==> config.mk <==
export PLATFORM = sky130hd
export DESIGN_NAME = qta_level_decode
export DESIGN_NICKNAME = d
export VERILOG_FILES = /design/src/rtl/qta_pkg.sv /design/src/rtl/qta_level_decode.sv
export SDC_FILE = /design/constraint.sdc
export NUM_CORES = 1
export LEC_CHECK = 0
export BUFFER_PORTS_ARGS = -buffer_cell sky130_fd_sc_hd__buf_2
export CORE_AREA = 2 2 39 41
export DETAILED_ROUTE_END_ITERATION = 10
export DIE_AREA = 0 0 41 43
export GPL_TIMING_DRIVEN = 0
export PLACE_DENSITY = 0.32
export SLEW_MARGIN = 10
export SYNTH_ARGS = -nofsm -noshare
export SYNTH_HDL_FRONTEND = slang
export SYNTH_SLANG_ARGS = --single-unit
==> constraint.sdc <==
create_clock -name vclk -period 0.82
set_input_delay 0.041 -clock vclk [all_inputs]
set_output_delay 0.041 -clock vclk [all_outputs]
set_load 0.02 [all_outputs]
==> src/rtl/qta_pkg.sv <==
// shared constants, codes and helpers for the quadtree tile allocator
`timescale 1ns / 1ps
package qta_pkg;

  localparam int ATLAS_SIZE_DEF    = 2048;
  localparam int LARGEST_TILE_DEF  = 512;
  localparam int SMALLEST_TILE_DEF = 64;
  localparam int STACK_DEPTH_DEF   = 1024;

  localparam int MAX_LEVELS = 16;
  localparam int LEVEL_W    = 4;
  localparam int MODE_W     = 2;
  localparam int SIZE_W     = 12;
  localparam int COORD_W    = 11;
  localparam int STATUS_W   = 2;
  localparam int OSIZE_W    = 10;

  typedef enum logic [MODE_W-1:0] {
    MODE_CLEAR   = 2'd0,
    MODE_ALLOC   = 2'd1,
    MODE_RELEASE = 2'd2,
    MODE_NONE    = 2'd3
  } mode_t;

  typedef enum logic [STATUS_W-1:0] {
    ST_OK       = 2'd0,
    ST_NO_SPACE = 2'd1,
    ST_BAD_SIZE = 2'd2,
    ST_FULL     = 2'd3
  } status_t;

  typedef struct packed {
    logic               ok;
    logic [LEVEL_W-1:0] level;
  } level_info_t;

  function automatic int level_total(input int largest, input int smallest);
    int s;
    int n;
    s = largest;
    n = 1;
    while (s > smallest && s > 1 && n < MAX_LEVELS) begin
      s = s / 2;
      n = n + 1;
    end
    return n;
  endfunction

endpackage

==> src/rtl/qta_level_decode.sv <==
// maps a tile edge to its size level and flags edges that are not allowed
`timescale 1ns / 1ps
module qta_level_decode #(
  parameter int LARGEST_TILE  = qta_pkg::LARGEST_TILE_DEF,
  parameter int SMALLEST_TILE = qta_pkg::SMALLEST_TILE_DEF
) (
  input  logic [qta_pkg::SIZE_W-1:0] tile_size,
  output qta_pkg::level_info_t       info
);
  import qta_pkg::*;

  localparam int NLEV = level_total(LARGEST_TILE, SMALLEST_TILE);

  logic [31:0] size_ext;

  assign size_ext = 32'(tile_size);

  always_comb begin
    info.ok    = 1'b0;
    info.level = '0;
    for (int l = 0; l < NLEV; l++) begin
      if (size_ext == 32'(LARGEST_TILE >> l) && size_ext >= 32'(SMALLEST_TILE)) begin
        info.ok    = 1'b1;
        info.level = LEVEL_W'(l);
      end
    end
  end

endmodule

==> results.cfg <==
[critical_path]
path_buf_inv = 2
critical_path_at_ns = 0.92
crit_path_max_incr_delay_ns = 0.28
cp-start-kind = input port
cp_max_fo = 2
timing.critical_path.max_delay_family = simple AND/OR/NAND/NOR gates
timing.critical_path.slowest_stage_cell = sky130_fd_sc_hd__nor4_4
cp_cell_sequence = buf_6, nor4_4, nand2_2, nor4_4, buf_4
path_class = in2out
worst_ep_required_time_ns = 0.78
critical_path.endpoint_type = output port
timing.critical_path.mode_cell = sky130_fd_sc_hd__nor4_4

[finish]
flow.area_growth_from_synthesis_pct = 261
design.final.nets = 45
post_route_cells_drive_above_1_share_pct = 83.9
final_core_density_pct = 24.1
layout_sequential_cell_count = 0
insertedDiodeCount = 0
fillCellCount = 152
nClkBuffers = 0
final-seq-area_um2 = 0

[timing]
max_freq_mhz = 1040
period_minus_slack_ns = 0.963
final_layout_setup_total_negative_slack_ns = -0.382
setup_ws_ns = -0.143
final-hold-violation-count = 0
setup_viol_count_final = 3
rsz_0062_raised_after_global_routing = true
fin_worst_hold_slack_ns = 0.365
min_period_over_period_pct = 117
timing_max_transition_violations_final = 0

[global_route]
track_usage_pct = 6.60
grt_pass1_wl_um = 821
grt_max_degree = 4
via_count_of_the_first_global_routing_pass = 182
grt_antenna_before_repair = 0
overflow = 0

[floorplanning]
placeable_core_region_mm2 = 0.00138
dieWidth_um = 41
core.rowCount = 14
fp.dieArea_mm2 = 0.00176
initial_utilization_pct = 6.69
die_y_um = 43
ioPinCount = 17

[route]
vias_per_cell = 3.53
drt_pre_antenna_iters = 1
route.detailed.drc = 0
ant_nets = 0
detailroute.via_count = 166
drt_wl_total_um = 453
drt_iter0_drc = 0
route.detailed.wl_per_inst_um = 9.64

[synthesis]
synth-seq-area-share_pct = 0
synth_warnings = 0
yosysUniqueCellTypes = 8
synth_area_um2 = 92.6
synthTopCellsByCount = 3 x sky130_fd_sc_hd__nor4_1, 3 x sky130_fd_sc_hd__xnor2_1, 2 x sky130_fd_sc_hd__buf_4, 2 x sky130_fd_sc_hd__or3_1
syn-instance-count = 14
netlist_top_cells_area = sky130_fd_sc_hd__xnor2_1 28%, sky130_fd_sc_hd__nor4_1 20%, sky130_fd_sc_hd__buf_4 16%, sky130_fd_sc_hd__or3_1 14%, sky130_fd_sc_hd__a21oi_2 9.5%
syn_avg_cell_area_um2 = 6.61
synth_top_cell_by_area = sky130_fd_sc_hd__xnor2_1
synth_top_cell_area_share_pct = 28.4

[run_status]
failed_checks = negative setup slack
status = finished with violations

[flow_run]
cap_violations = 0

[place]
gp_congestion = 0.592
place.port_buffers = 15
post_place_setup_slack_ns = -0.271

[min_path]
hold_path_class = in2out

[power]
standby_leakage_power_nw = 0.129
power.total_mw = 0.124
vdd_ir_drop_max_mv = 0.165
power.density_mw_per_mm2 = 373
==> path summary, 6_finish.rpt <==
| check | startpoint | end | slack (ns) | cells past startpoint |
|---|---|---|---|---|
| setup / recovery | tile_size[4] | info[0] | -0.14 | 5 |
| hold / removal | tile_size[7] | info[0] | 0.36 | 3 |
==> layer usage <==
layer / share of wire, % / GRT usage, % / vias to the layer above
met4: 0 / 0 / 0
met1: 33 / 9.52 / 69
li1: - / - / 80
met2: 37 / 8.75 / 17
met3: 30 / 4.19 / 0
met5: 0 / 0 / -
==> cell families after synthesis <==
kind of cell    after synthesis  synth area share (%)
xor+xnor                      3                  28.4
simple gates                  7                  41.9
compound gates                1                  9.46
other cells                   1                  4.05
buf+inv                       2                  16.2
==> where the power goes <==
part	leakage [nW]	internal [mW]	switching [mW]
Clock	0	0	0
Sequential	0	0	0
Combinational	0.129	0.0701	0.0544
==> tightest hold or removal path: stages <==
cell and delay (ns):
sky130_fd_sc_hd__buf_6 0.09, sky130_fd_sc_hd__nor4_4 0.04, sky130_fd_sc_hd__buf_4 0.15
==> placed cells by master (no fill, tap or decap) <==
master                    count
sky130_fd_sc_hd__or3_1        1
sky130_fd_sc_hd__buf_6        8
sky130_fd_sc_hd__a21oi_4      1
sky130_fd_sc_hd__conb_1       2
sky130_fd_sc_hd__xnor2_1      2
sky130_fd_sc_hd__buf_4        3
sky130_fd_sc_hd__nand2_2      1
sky130_fd_sc_hd__buf_2        6
sky130_fd_sc_hd__nor4_4       3
sky130_fd_sc_hd__nor2_4       1
sky130_fd_sc_hd__buf_8        1
sky130_fd_sc_hd__or3_4        1
sky130_fd_sc_hd__xnor2_2      1
==> timing repair <==
item                                    4_1_cts  5_1_grt
buffers inserted                              1        0
pin swaps                                     4        0
hold buffers                                  0        0
endpoints found under the hold margin         0        0
endpoints found under the setup margin        3        3
gates resized for setup                      22        3
==> layout make-up <==
| class | instances | area [um2] | share of cell area (%) |
|---|---|---|---|
| well taps | 16 | 20.0 | 5.99 |
| multi-input cells | 13 | 156 | 46.8 |
| repair buffers | 16 | 143 | 42.7 |
| plain buffers | 2 | 15.0 | 4.49 |
==> stage by stage <==
| stage | area [um2] | cells |
|---|---|---|
| floorplan | 111 | 15 |
| global placement | 206 | 46 |
| detailed placement | 206 | 46 |
| CTS | 317 | 47 |
| global route | 334 | 47 |
| finish | 334 | 47 |
Power figures use the tool's default switching activity.
